[src/rtl/core/kabf_pkg.sv]
// Shared types, constants and helpers of the angle and bias filter.
`timescale 1ns / 1ps
`default_nettype none
package kabf_pkg;

  localparam int unsigned DtFracBits = 24;
  localparam int unsigned MulAW      = 36;
  localparam int unsigned MulBW      = 33;
  localparam int unsigned MulPW      = MulAW + MulBW;
  localparam int unsigned RndW       = 48;
  localparam int unsigned SumW       = 48;

  localparam logic [3:0] AddrAngleNoise = 4'h0;
  localparam logic [3:0] AddrBiasNoise  = 4'h4;
  localparam logic [3:0] AddrMeasNoise  = 4'h8;

  localparam logic tuser_init   = 1'b0;

  typedef struct packed {
    logic signed [MulAW-1:0] a;
    logic signed [MulBW-1:0] b;
    logic                    cov_shift;
  } kabf_mul_req_t;

  function automatic logic signed [31:0] sat32(input logic signed [SumW-1:0] x);
    logic signed [31:0] r;
    if (x > SumW'(signed'(32'h7fffffff))) begin
      r = 32'sh7fffffff;
    end else if (x < SumW'(signed'(32'h80000000))) begin
      r = 32'sh80000000;
    end else begin
      r = x[31:0];
    end
    return r;
  endfunction

endpackage
`default_nettype wire

[src/rtl/core/kabf_mul.sv]
// Shared signed multiplier with registered product and rounding shift.
`timescale 1ns / 1ps
`default_nettype none
module kabf_mul #(
  parameter int unsigned CovFracBits = 28
) (
  input  wire                          clk_i,
  input  wire kabf_pkg::kabf_mul_req_t req_i,
  output logic signed [kabf_pkg::RndW-1:0] rnd_o
);
  import kabf_pkg::*;

  logic signed [MulPW-1:0] prod_q;
  logic                    cov_q;
  logic signed [MulPW-1:0] r_dt;
  logic signed [MulPW-1:0] r_cov;

  always_ff @(posedge clk_i) begin
    prod_q <= MulPW'(req_i.a) * MulPW'(req_i.b);
    cov_q  <= req_i.cov_shift;
  end

  always_comb begin
    r_dt  = (prod_q + (MulPW'(1) <<< (DtFracBits - 1))) >>> DtFracBits;
    r_cov = (prod_q + (MulPW'(1) <<< (CovFracBits - 1))) >>> CovFracBits;
    rnd_o = cov_q ? r_cov[RndW-1:0] : r_dt[RndW-1:0];
  end

endmodule
`default_nettype wire

[config.mk]
export PLATFORM = sky130hd
export DESIGN_NAME = kabf_mul
export DESIGN_NICKNAME = d
export VERILOG_FILES = /design/src/rtl/core/kabf_pkg.sv /design/src/rtl/core/kabf_mul.sv
export SDC_FILE = /design/constraint.sdc
export NUM_CORES = 2
export LEC_CHECK = 0
export ABC_AREA = 1
export ABC_CLOCK_PERIOD_IN_PS = 11700
export BUFFER_PORTS_ARGS = -buffer_cell sky130_fd_sc_hd__buf_4
export CAP_MARGIN = 20
export CORE_UTILIZATION = 55
export DETAILED_ROUTE_END_ITERATION = 12
export PLACE_DENSITY = 0.72
export SLEW_MARGIN = 0
export SYNTH_ARGS = -nofsm -noshare
export SYNTH_HDL_FRONTEND = slang
export SYNTH_SLANG_ARGS = --single-unit
[constraint.sdc]
create_clock -name clk_i -period 11.7 [get_ports clk_i]
set_input_delay 2.34 -clock clk_i [delete_from_list [all_inputs] [get_ports clk_i]]
set_output_delay 2.34 -clock clk_i [all_outputs]
set_load 0.01 [all_outputs]
==> impl_metrics.prom <==
# TYPE chip_impl_metric gauge
chip_impl_info{name="status",value="finished clean"} 1
chip_impl_metric{name="cts-buffers-inserted",unit=""} 5
chip_impl_metric{name="die_h",unit="um"} 296
chip_impl_metric{name="share_of_the_core_filled_with_cells",unit=""} 0.574
chip_impl_metric{name="finalWirelength",unit="mm"} 134
chip_impl_metric{name="synthesis.area_per_instance",unit="um^2"} 7.65
chip_impl_metric{name="final_area",unit="um^2"} 48900
chip_impl_metric{name="cts_resized",unit=""} 0
chip_impl_metric{name="placeableCoreArea",unit="um^2"} 85300
chip_impl_metric{name="synth_enable_flop_cells",unit=""} 0
chip_impl_metric{name="syn_area",unit="um^2"} 47500
chip_impl_metric{name="grt_util_all_layers",unit=""} 0.326
chip_impl_metric{name="count_of_antenna_violating_nets_left_after_detailed_routing",unit=""} 0
chip_impl_metric{name="finalCriticalPeriod",unit="ns"} 9.71
chip_impl_metric{name="clkSinkCount",unit=""} 47
chip_impl_metric{name="antenna_found_initial",unit=""} 3
chip_impl_metric{name="hold_viol",unit=""} 0
chip_impl_metric{name="grt_pass1_vias",unit=""} 41544
chip_impl_metric{name="grt_start_max_net_pins",unit=""} 51
chip_impl_metric{name="final.period_utilization",unit=""} 0.830
chip_impl_metric{name="port-buffer-count",unit=""} 118
chip_impl_metric{name="post_cts_setup_driven_buffer_insertion_count",unit=""} 0
chip_impl_metric{name="cp_data_arrival_time",unit="ns"} 9.92
chip_impl_info{name="cts.root.buffer_cell",value="clkbuf_16"} 1
chip_impl_metric{name="layout.filler_cells",unit=""} 7937
chip_impl_metric{name="number_of_detailed_route_iterations_in_the_first_pass",unit=""} 8
chip_impl_info{name="library_cell_with_the_largest_summed_area_after_synthesis",value="fa_1"} 1
chip_impl_info{name="path_delay_family",value="adder cells"} 1
chip_impl_metric{name="placedInstanceArea",unit="um^2"} 48700
chip_impl_metric{name="num_vias",unit=""} 37541
chip_impl_metric{name="num-nets-final",unit=""} 7575
chip_impl_metric{name="globalRouteOverflowTotal",unit=""} 0
chip_impl_metric{name="drv_cap",unit=""} 0
chip_impl_metric{name="initial_core_utilization",unit=""} 0.557
chip_impl_metric{name="relative_area_change_from_synthesis_to_final_layout",unit="%"} 3.04
chip_impl_metric{name="yosysWarnings",unit=""} 0
chip_impl_metric{name="floorplan.io_pins",unit=""} 119
chip_impl_metric{name="htree_num_levels",unit=""} 2
chip_impl_metric{name="synthDominantCellAreaShare",unit=""} 0.522
chip_impl_metric{name="worstPathBufferInverterCount",unit=""} 9
chip_impl_metric{name="synth_fp_nets",unit=""} 7731
chip_impl_metric{name="num_rows",unit=""} 107
chip_impl_metric{name="final_layout_size_suffix_gt1_frac",unit=""} 0.0337
chip_impl_metric{name="first_iter_violations",unit=""} 2631
chip_impl_metric{name="instances_no_fill",unit=""} 7192
chip_impl_metric{name="setup_tns",unit="ns"} 0
chip_impl_info{name="rsz0062_at_grt",value="no"} 1
chip_impl_metric{name="fp.dieArea",unit="um^2"} 87500
chip_impl_metric{name="drt-vias-per-instance",unit=""} 5.22
chip_impl_metric{name="hold_buffers",unit=""} 0
chip_impl_info{name="critPathCaptureType",value="flop"} 1
chip_impl_info{name="cts_tree",value="yes"} 1
chip_impl_metric{name="synth-async-reset-ratio",unit=""} 0
chip_impl_metric{name="cp_data_required_time",unit="ns"} 11.91
chip_impl_metric{name="drc",unit=""} 0
chip_impl_metric{name="clk_transition_reported_paths",unit="ns"} 0.08
chip_impl_metric{name="finalSetupViolCount",unit=""} 0
chip_impl_info{name="holdCritPathClass",value="input port to flop"} 1
chip_impl_metric{name="routed_wire_length_per_instance",unit="um"} 18.6
chip_impl_metric{name="die_w",unit="um"} 296
chip_impl_metric{name="netlist-cell-type-count",unit=""} 50
chip_impl_metric{name="seq_area_frac_synth",unit=""} 0.0198
chip_impl_metric{name="place.detailed.instances",unit=""} 7184
chip_impl_info{name="crit_path_top_delay_cell",value="fa_1"} 1
chip_impl_metric{name="max-slew-margin-rel",unit=""} 0.277
chip_impl_metric{name="detailed_place_hpwl",unit="mm"} 111
chip_impl_metric{name="fmaxAchievable",unit="MHz"} 103
chip_impl_metric{name="insertedDiodeCount",unit=""} 0
chip_impl_metric{name="path_max_fanout",unit=""} 36
chip_impl_info{name="cp-start-kind",value="input port"} 1
chip_impl_metric{name="maxSlewViolCount",unit=""} 0
chip_impl_info{name="synth_flop_cell",value="dfxtp_1"} 1
chip_impl_metric{name="globalplace.congestion",unit=""} 1.04
chip_impl_metric{name="synth.ff_latch_count",unit=""} 47
chip_impl_metric{name="grt_first_pass_wirelength",unit="mm"} 220
chip_impl_metric{name="postSynthCellCount",unit=""} 6203
chip_impl_metric{name="cp_slowest_stage_delay",unit="ns"} 0.75
chip_impl_metric{name="ctsLongestPathBuffers",unit=""} 2
chip_impl_info{name="synth.area.top_cells",value="fa_1, inv_1, nand2_1, ha_1, clkbuf_1"} 1
chip_impl_metric{name="tightestPinTransition",unit="ns"} 1.08
chip_impl_info{name="critical_path_class",value="input port to flop"} 1
area by class of cell:
class                      count  area [um^2]  area share
multi-input combinational   3837        37800       0.773
inverter                    2031         7620       0.156
tap                         1144         1430      0.0293
sequential                    47          941      0.0192
timing repair buffer         125          938      0.0192
clock buffer                   5          125     0.00256
clock inverter                 3         47.5    0.000972
flip-flops by register name, summed over array words and instances, names as in the netlist:
register	count
prod_q	46
cov_q	1
metrics by stage:
stage,setup slack (ns),hold slack (ns)
final,1.99,2.12
after detailed placement,1.65,2.45
after CTS,1.95,2.12
after global placement,1.79,2.45
after global routing,1.45,2.12
after floorplan,2.46,2.37
layer usage:
layer	routed length [um]	share of wire	GRT usage	vias up
li1	-	-	-	16709
met1	52700	0.39	0.419	18844
met2	65400	0.49	0.563	1586
met3	9270	0.069	0.0343	400
met4	6480	0.048	0.139	2
met5	13	0.000097	0	-
cell usage after synthesis, types with 6 or more instances:
master,number
a21oi_1,109
buf_1,9
clkbuf_1,272
dfxtp_1,47
fa_1,1237
ha_1,220
inv_1,2017
inv_2,12
nand2_1,1613
nand2_2,8
nand3_1,84
nand4_1,24
nor2_1,234
nor2_2,8
nor2_4,12
nor3_1,25
nor4_1,6
o21ai_0,96
o21ai_1,12
o21bai_1,8
o31ai_1,6
or2_2,9
xnor2_1,16
xor2_1,55
final timing paths:
check | start | slack, ns | cells after the start | end
min | req_i[0] | 2.12 | 1 | cov_q
max | req_i[7] | 1.99 | 27 | prod_q[58]
placed cells by master (no fill, tap or decap), types with 6 or more instances in the layout:
| cell type | count |
|---|---|
| xnor2_1 | 16 |
| nand3_1 | 84 |
| dfxtp_1 | 47 |
| nor2_1 | 234 |
| o21ai_0 | 96 |
| nor3_1 | 25 |
| inv_2 | 12 |
| o21bai_1 | 8 |
| buf_4 | 125 |
| nor4_1 | 6 |
| o31ai_1 | 6 |
| a21oi_1 | 109 |
| nor2_4 | 12 |
| inv_1 | 2017 |
| fa_1 | 1237 |
| or2_2 | 9 |
| xor2_1 | 55 |
| nand2_1 | 1613 |
| nand2_2 | 8 |
| nor2_2 | 8 |
| nand4_1 | 24 |
| ha_1 | 220 |
| o21ai_1 | 12 |
cell families (layout without fill, tap and decap cells):
family | after synthesis | in the layout | share of synthesized area
fa+ha+maj | 1457 | 1457 | 0.580
compound gates | 253 | 253 | 0.0286
flops | 47 | 47 | 0.0198
simple gates | 2055 | 2055 | 0.175
xor+xnor | 72 | 72 | 0.0134
buf+inv | 2319 | 2164 | 0.184
Power is not shown: default switching activity piles up to over one toggle a cycle in this logic, so the estimate is an artifact.
