[src/rtl/core/kabf_div.sv]
// Bit-serial rounded and saturated gain divider.
`timescale 1ns / 1ps
`default_nettype none
module kabf_div #(
  parameter int unsigned CovFracBits = 28
) (
  input  wire               clk_i,
  input  wire               rst_ni,
  input  wire               start_i,
  input  wire signed [31:0] num_i,
  input  wire signed [33:0] den_i,
  output logic              done_o,
  output logic signed [31:0] quo_o
);
  localparam int unsigned NW = 33 + CovFracBits;

  logic [32:0]   num_mag;
  logic [33:0]   den_mag;
  logic [NW-1:0] dividend;
  logic          ovf;
  logic [34:0]   trial;
  logic          ge;

  logic          busy_q, done_q, neg_q, ovf_q, zero_q;
  logic [34:0]   rem_q;
  logic [31:0]   lo_q;
  logic [4:0]    cnt_q;
  logic [33:0]   den_q;

  always_comb begin
    num_mag  = num_i[31] ? 33'(-33'(num_i)) : 33'(num_i);
    den_mag  = den_i[33] ? 34'(-den_i) : 34'(den_i);
    dividend = NW'({num_mag[31:0], {CovFracBits{1'b0}}}) + NW'(den_mag >> 1);
    ovf      = 34'(dividend[NW-1:32]) >= den_mag;
    trial    = {rem_q[33:0], lo_q[31]};
    ge       = trial >= {1'b0, den_q};
  end

  always_ff @(posedge clk_i or negedge rst_ni) begin
    if (!rst_ni) begin
      busy_q <= 1'b0;
      done_q <= 1'b0;
      cnt_q  <= '0;
    end else begin
      done_q <= 1'b0;
      if (start_i) begin
        busy_q <= 1'b1;
        cnt_q  <= 5'd31;
      end else if (busy_q) begin
        cnt_q <= cnt_q - 5'd1;
        if (cnt_q == 5'd0) begin
          busy_q <= 1'b0;
          done_q <= 1'b1;
        end
      end
    end
  end

  always_ff @(posedge clk_i) begin
    if (start_i) begin
      rem_q  <= 35'(dividend[NW-1:32]);
      lo_q   <= dividend[31:0];
      den_q  <= den_mag;
      neg_q  <= num_i[31] ^ den_i[33];
      ovf_q  <= ovf;
      zero_q <= (den_i == '0);
    end else if (busy_q) begin
      rem_q <= ge ? (trial - {1'b0, den_q}) : trial;
      lo_q  <= {lo_q[30:0], ge};
    end
  end

  always_comb begin
    done_o = done_q;
    if (zero_q) begin
      quo_o = '0;
    end else if (neg_q) begin
      quo_o = (ovf_q || lo_q > 32'h80000000) ? 32'sh80000000 : signed'(-lo_q);
    end else begin
      quo_o = (ovf_q || lo_q[31]) ? 32'sh7fffffff : signed'(lo_q);
    end
  end

endmodule
`default_nettype wire

[config.mk]
export PLATFORM = sky130hd
export DESIGN_NAME = kabf_div
export DESIGN_NICKNAME = d
export VERILOG_FILES = /design/src/rtl/core/kabf_div.sv
export SDC_FILE = /design/constraint.sdc
export NUM_CORES = 1
export LEC_CHECK = 0
export BUFFER_PORTS_ARGS = -buffer_cell sky130_fd_sc_hd__buf_2
export CAP_MARGIN = 40
export CORE_ASPECT_RATIO = 2
export CORE_UTILIZATION = 59
export CTS_CLUSTER_DIAMETER = 80
export DETAILED_ROUTE_END_ITERATION = 6
export PLACE_DENSITY = 0.75
export RECOVER_POWER = 100
export SLEW_MARGIN = 10
export SYNTH_ARGS = -nofsm -noshare
export SYNTH_HDL_FRONTEND = slang
export SYNTH_SLANG_ARGS = --single-unit
[constraint.sdc]
create_clock -name clk_i -period 6.8 [get_ports clk_i]
set_input_delay 2.04 -clock clk_i [delete_from_list [all_inputs] [get_ports clk_i]]
set_output_delay 2.04 -clock clk_i [all_outputs]
set_load 0.1 [all_outputs]
==> results of run 1 <==
## through the flow
step                      instances  power (W)  util (%)  cell area, µm²
final                          1859   0.004219     75.25           14170
after global placement         1809   0.003514     71.74           13510
after global routing           1859   0.004465     75.25           14170
after floorplan                1360   0.002873         -           11570
after CTS                      1856   0.004178     75.37           14190
after detailed placement       1811   0.003588     71.82           13530
## state kept, by name, indices dropped and copies added (netlist names)
signal and flops:
done_o 1, lo_q 32, neg_q 1, den_q 34, rem_q 34, zero_q 1
cnt_q 5, ovf_q 1, busy_q 1
## worst max path at each step
stage,depth (start not counted),end,startpoint
2_1_floorplan,24,ovf_q,den_i[4]
3_3_place_gp,24,ovf_q,den_i[5]
3_5_place_dp,24,ovf_q,den_i[5]
4_1_cts,26,ovf_q,den_i[4]
5_1_grt,27,ovf_q,den_i[4]
6_report,26,ovf_q,den_i[4]
## worst register-to-register path: stages, from the launching register on
cell	delay, ns
edfxtp_1	0.50
inv_1	0.23
ha_1	0.29
nor2b_1	0.17
o21bai_1	0.15
a211o_1	0.31
a21oi_1	0.44
o41a_1	0.59
or2_2	0.72
mux2_2	0.44
mux2_1	0.29
## layer usage
layer | up-vias | GRT usage (%) | wire length [µm]
li1 | 5586 | - | -
met1 | 5543 | 39.52 | 13430
met2 | 492 | 71.54 | 19790
met3 | 174 | 4.638 | 1808
met4 | 2 | 31.51 | 3443
met5 | - | 0 | 13
## report_power, final
part / switching (W) / internal (W) / leakage (nW)
Combinational: 0.00156 / 0.00106 / 4.57
Sequential: 0.000122 / 0.000935 / 1.11
Clock: 0.000272 / 0.000261 / 0.148
Total: 0.00196 / 0.00226 / 5.82
## repair_timing
| item | 4_1_cts | 5_1_grt |
|---|---|---|
| endpoints found under the setup margin | 1 | 2 |
| pin swaps | 26 | 6 |
| setup buffers | 31 | 3 |
| resized for setup | 35 | 7 |
## Yosys cell counts, drive strengths merged (11+ instances only)
| library cell | number | area (µm²) |
|---|---|---|
| nor4 | 27 | 196.4 |
| nand2b | 18 | 112.6 |
| edfxtp | 98 | 2943 |
| inv | 95 | 356.6 |
| o211ai | 11 | 82.58 |
| nor3 | 52 | 260.3 |
| nand3 | 34 | 170.2 |
| clkbuf | 64 | 240.2 |
| o31a | 11 | 96.34 |
| o21ai | 55 | 275.3 |
| nand2 | 90 | 337.8 |
| o41ai | 16 | 140.1 |
| xor2 | 53 | 464.2 |
| and2 | 11 | 68.82 |
| a311oi | 12 | 105.1 |
| a21oi | 99 | 495.5 |
| or2 | 15 | 93.84 |
| nor2b | 18 | 112.6 |
| mux2 | 40 | 450.4 |
| o31ai | 19 | 142.6 |
| nand4 | 18 | 112.6 |
| xnor2 | 61 | 541.8 |
| a211oi | 28 | 210.2 |
| or4 | 23 | 180.2 |
| nor2 | 114 | 427.9 |
| o21a | 14 | 105.1 |
| mux2i | 14 | 140.1 |
| a21o | 19 | 142.6 |
| ha | 73 | 913.4 |
| or3 | 15 | 93.84 |
## cell families (layout without fill, tap and decap cells)
logic type / after synthesis / count (layout) / share of synthesized area (%)
and+or+nand+nor: 474 / 474 / 21.72
AOI/OAI and AO/OA: 370 / 370 / 22.22
buffers and inverters: 162 / 404 / 5.473
other: 1 / 3 / 0.03287
DFF: 110 / 110 / 28.21
muxes: 54 / 54 / 5.177
adders and majority gates: 75 / 75 / 8.357
xor gates and xnor gates: 114 / 114 / 8.818
## layout make-up
| cell class | instances | area (µm²) |
|---|---|---|
| Antenna cell | 2 | 5.005 |
| Clock buffer | 9 | 225.2 |
| Clock inverter | 7 | 76.32 |
| Fill cell | 1467 | 4661 |
| Inverter | 95 | 356.6 |
| Multi-Input combinational cell | 1088 | 7875 |
| Sequential cell | 110 | 3218 |
| Tap cell | 255 | 319.1 |
| Timing Repair Buffer | 293 | 2097 |
==> summary.txt, run 1 <==
First-pass DRT Iterations = 6
status = finished, violations left
#FFs+latches synth = 110
slew of the pin with the lowest slew margin = 1.916 ns
WHS Endpoint = rem_q[31]
Cells after Synth = 1,360
# hold bufs at CTS = 0
CP max stage delay = 0.56 ns
final sum of negative setup slack = -0.4265 ns
drt initial violations = 709
FFs w/ async S/R, synth = 6.364%
Clock Skews = 0.009299 ns
Reg2Reg Depth = 10
RR Startpoint = lo_q[31]
WP data required = 6.90 ns
Total Routing Usage GR = 39.31%
Port Buffer Count = 101
Syn. warnings = 0
Crit Path Max Fanout = 5
setup violators final = 1
minimum clock period = 7.226 ns
Clk Tree Root Cell = clkbuf_16
Via density = 6.346
die height = 198.7 µm
internal reg-to-reg setup slack = 2.41 ns
Fin Hold WS = 0.5067 ns
Crit path max-delay family = simple AND/OR/NAND/NOR gates
die width = 100.3 µm
Pwr Density = 297.7 mW/mm²
Clock Latency Late Sink = 0.37 ns
total global routing overflow = 0
max-slew violation count = 145
reg2reg end = rem_q[19]
crit share post-route = 106.3%
min-delay worst type = reg2reg
WL final = 38.48 mm
fraction of layout cells with a size suffix above 1 = 25.53%
Slew headroom = -27.75%
Leak Pwr = 5.823 nW
DP Wirelength = 30.37 mm
Num CTS Buffers = 9
DRC = 0
Setup WS pre-CTS = -1.079 ns
syn avg cell area = 8.389 µm²
Seq/Total Area, Yosys = 28.21%
Critical path buffers and inverters = 3
Synth cell types = 80
CTS H-tree lvls = 3
routed vias = 11,800
CP max-delay cell = or4_4
number of global-route vias before repair = 11,530
ys flop type = edfxtp_1
CP endpoint kind = register
Post-synth EDFFs = 98
CTS tree = done
WP data arrival = 7.32 ns
full die area = 0.01993 mm²
commonest non-fill, non-tap cells in the layout = 167 x buf_4, 113 x nor2_1, 98 x a21oi_1, 98 x edfxtp_1, 95 x inv_1
antenna violations before repair = 3
Final Hold Fails = 0
commonest non-fill, non-tap cell in the layout = buf_4
Placeable Area = 0.01883 mm²
Post-Syn Area = 0.01141 mm²
# clock sinks = 110
hold depth = 2
Max IR drop VDD = 0.0002239 V
failing checks = max-capacitance violations, max-slew violations, negative setup slack
hold path startpoint = rem_q[31]
Setup Crit Path Kind = in2reg
syn_nets = 1,504
Max Cap Viol = 3
clock tree buffer depth = 2
Area Overhead vs Synth = 24.23%
Max Fclk = 138.4 MHz
slack of the critical path = -0.4265 ns
Starting Density = 60.58%
boundary pin count = 102
Wirelength per Cell = 20.70 µm
RSZ-0062 raised after global routing = yes
Startpoint Class = primary input
first-pass GRT wire length = 59.35 mm
largest net degree at the start of global routing = 83
Rows = 71
Worst-path clk slew = 0.08 ns
Final nets = 1,741
GP Congestion = 1.024
Final ANT Viol Nets = 0
Note: power is estimated with default switching activity, not from simulation.
==> run 2: changes to the inputs <==
--- a/config.mk
+++ b/config.mk
@@ -9,6 +9,7 @@
 export CAP_MARGIN = 40
 export CORE_ASPECT_RATIO = 2
 export CORE_UTILIZATION = 59
+export CTS_BUF_LIST = sky130_fd_sc_hd__clkbuf_4
 export CTS_CLUSTER_DIAMETER = 80
 export DETAILED_ROUTE_END_ITERATION = 6
 export PLACE_DENSITY = 0.75
==> run 2 against run 1 <==
Against the previous run:
- the run still ends with max-capacitance violations, max-slew violations, negative setup slack left
- register-to-register slack barely moved
- core utilization shrank 0.74 points
- fmax grew 3.8%
- clock skew is 0.019 ns higher
- worst setup slack improved by 0.26 ns
- combinational power about the same
- clock power is 36% lower
- sequential share of layout area grew 0.22 points
- largest cell class unchanged
==> summary.txt, run 2 (same netlist as run 1, synthesis figures left out) <==
CP max-delay cell = or4_4
First-pass DRT Iterations = 6 (unchanged)
CP max stage delay = 0.56 ns (about the same)
Worst-path clk slew = 0.21 ns (+0.13 ns)
Crit Path Max Fanout = 5 (unchanged)
failing checks = max-capacitance violations, max-slew violations, negative setup slack
Port Buffer Count = 101 (unchanged)
Via density = 6.334 (-0.19%)
crit share post-route = 102.4% (-3.9 points)
commonest non-fill, non-tap cells in the layout = 185 x buf_4, 113 x nor2_1, 98 x a21oi_1, 98 x edfxtp_1, 94 x inv_1
sw power = 0.001928 W (-1.5%)
slew of the pin with the lowest slew margin = 1.891 ns (-0.02507 ns)
GP Congestion = 1.024 (unchanged)
CTS tree = done
GRT met1 Usage = 39.01% (-0.50 points)
Sequential Power Share = 26.3% (+1.3 points)
CTS H-tree lvls = 3 (unchanged)
Final Hold Fails = 0 (unchanged)
max-slew violation count = 34 (-77%)
RSZ-0062 raised after global routing = yes
drt initial violations = 651 (-8.2%)
DRC = 0 (unchanged)
antenna violations before repair = 4 (+1)
Largest regs = den_q: 34 flops, rem_q: 34 flops, lo_q: 32 flops
full die area = 0.01993 mm² (unchanged)
logic gate share of total power = 65.3% (+3.0 points)
routed vias = 11,770 (-0.19%)
Clock Skews = 0.02870 ns (+0.01940 ns)
Area Overhead vs Synth = 23.01%
Final nets = 1,740 (-0.057%)
post-layout util = 74.52% (-0.74 points)
fill cell count = 1,498 (+2.1%)
status = finished, violations left
DP Wirelength = 30.37 mm (unchanged)
WP data arrival = 7.23 ns (-0.09 ns)
largest net degree at the start of global routing = 83 (unchanged)
die width = 100.3 µm (unchanged)
Rows = 71 (unchanged)
Int Power = 0.002087 W (-7.7%)
WP data required = 7.07 ns (+0.17 ns)
met2 GRT Util = 70.40% (-1.1 points)
number of global-route vias before repair = 11,470 (-0.52%)
Max Cap Viol = 1 (-2)
fraction of layout cells with a size suffix above 1 = 26.36% (+0.83 points)
Final ANT Viol Nets = 0 (unchanged)
CP endpoint kind = register
grt met3 use = 4.462% (-0.18 points)
final sum of negative setup slack = -0.1642 ns (+0.2623 ns)
Setup Crit Path Kind = in2reg
WL final = 38.18 mm (-0.78%)
GR peak layer = met2
# hold bufs at CTS = 0 (unchanged)
commonest non-fill, non-tap cell in the layout = buf_4
Leak Pwr = 5.783 nW (-0.69%)
die height = 198.7 µm (unchanged)
switching share of power = 48.02% (+1.6 points)
Num CTS Buffers = 9 (unchanged)
first-pass GRT wire length = 58.89 mm (-0.78%)
Pwr Density = 286.1 mW/mm² (-3.9%)
Starting Density = 60.58% (unchanged)
Slew headroom = -26.08% (+1.7 points)
clock network power share = 8.4% (-4.2 points)
min-delay worst type = reg2reg
Placeable Area = 0.01883 mm² (unchanged)
total global routing overflow = 0 (unchanged)
Clock Latency Late Sink = 0.53 ns (+0.16 ns)
boundary pin count = 102 (unchanged)
clock tree buffer depth = 2 (unchanged)
Startpoint Class = primary input
Clk Tree Root Cell = clkbuf_4
Max Fclk = 143.6 MHz (+3.8%)
slack of the critical path = -0.1642 ns (+0.2623 ns)
Max IR drop VDD = 0.0001872 V (-16%)
Total Routing Usage GR = 38.91% (-0.40 points)
setup violators final = 1 (unchanged)
# clock sinks = 110 (unchanged)
Wirelength per Cell = 20.54 µm (-0.78%)
minimum clock period = 6.964 ns (-0.2622 ns)
[run 2: cell types whose count changed in the layout (fill, tap and decap cells not counted), sizes merged]
cell / change
buf: +15
diode: +1
clkbuf: -16
[run 2: cell type report]
cell class                 instances  area, µm²  area share, %
antenna                            3      7.507        0.05349
timing repair buffer             292       2117          15.09
sequential                       110       3218          22.93
clock inverter                     7      76.32         0.5439
clock buffer                       9      67.56         0.4815
tap                              255      319.1          2.274
multi-input combinational       1088       7871          56.09
inverter                          95      356.6          2.541
[run 2: path summary, 6_finish.rpt]
path | startpoint | endpoint | slack [ns] | cells after the start
worst max-delay path | den_i[4] | ovf_q | -0.16 | 26
worst min-delay path | rem_q[31] | rem_q[31] | 0.53 | 2
worst max register to register | lo_q[31] | rem_q[19] | 2.42 | 10
worst min register to register | rem_q[31] | rem_q[31] | 0.53 | 2
max in group asynchronous | rst_ni | cnt_q[4] | 5.16 | 1
min in group asynchronous | rst_ni | done_o | 1.36 | 1
[run 2: power by group through the flow]
stage	clock network [W]	logic (W)	registers, W
final	0.000339	0.00262	0.00105
after global routing	0.000358	0.00282	0.00107
after CTS	0.000343	0.00258	0.00105
after detailed placement	0	0.00252	0.00106
after global placement	0	0.00245	0.00106
after floorplan	0	0.00185	0.00103
[run 2: worst max-delay path: cells and delay by family]
kind,cells,cell delay (ns)
compound gates,11,1.66
fa+ha+maj,2,0.48
xor+xnor,2,0.42
buf+inv,3,0.39
simple gates,8,2.23
[run 2: stage by stage]
stage	cells	hold WS [ns]	area [µm²]	total power (W)	worst slack (ns)
4_1_cts	1856	0.5216	14010	0.003968	-0.2264
3_3_place_gp	1809	0.4906	13510	0.003514	-1.015
5_1_grt	1859	0.5707	14030	0.004252	-0.4168
6_report	1859	0.5287	14030	0.004015	-0.1642
2_1_floorplan	1360	0.4591	11570	0.002873	-0.6608
3_5_place_dp	1811	0.4987	13530	0.003588	-1.079
[run 2: routing by layer]
metal | wire length, µm | share of wire, %
met1 | 13320 | 35
met2 | 19470 | 51
met3 | 1816 | 4.8
met4 | 3554 | 9.3
met5 | 13 | 0.034
[run 2: repair_timing]
action                                 CTS  global route
buffers inserted                        31             1
endpoints found under the hold margin    0             0
resized for setup                       28             6
setup endpoints to repair                1            14
gates cloned                             0             0
pin swaps                               26             5
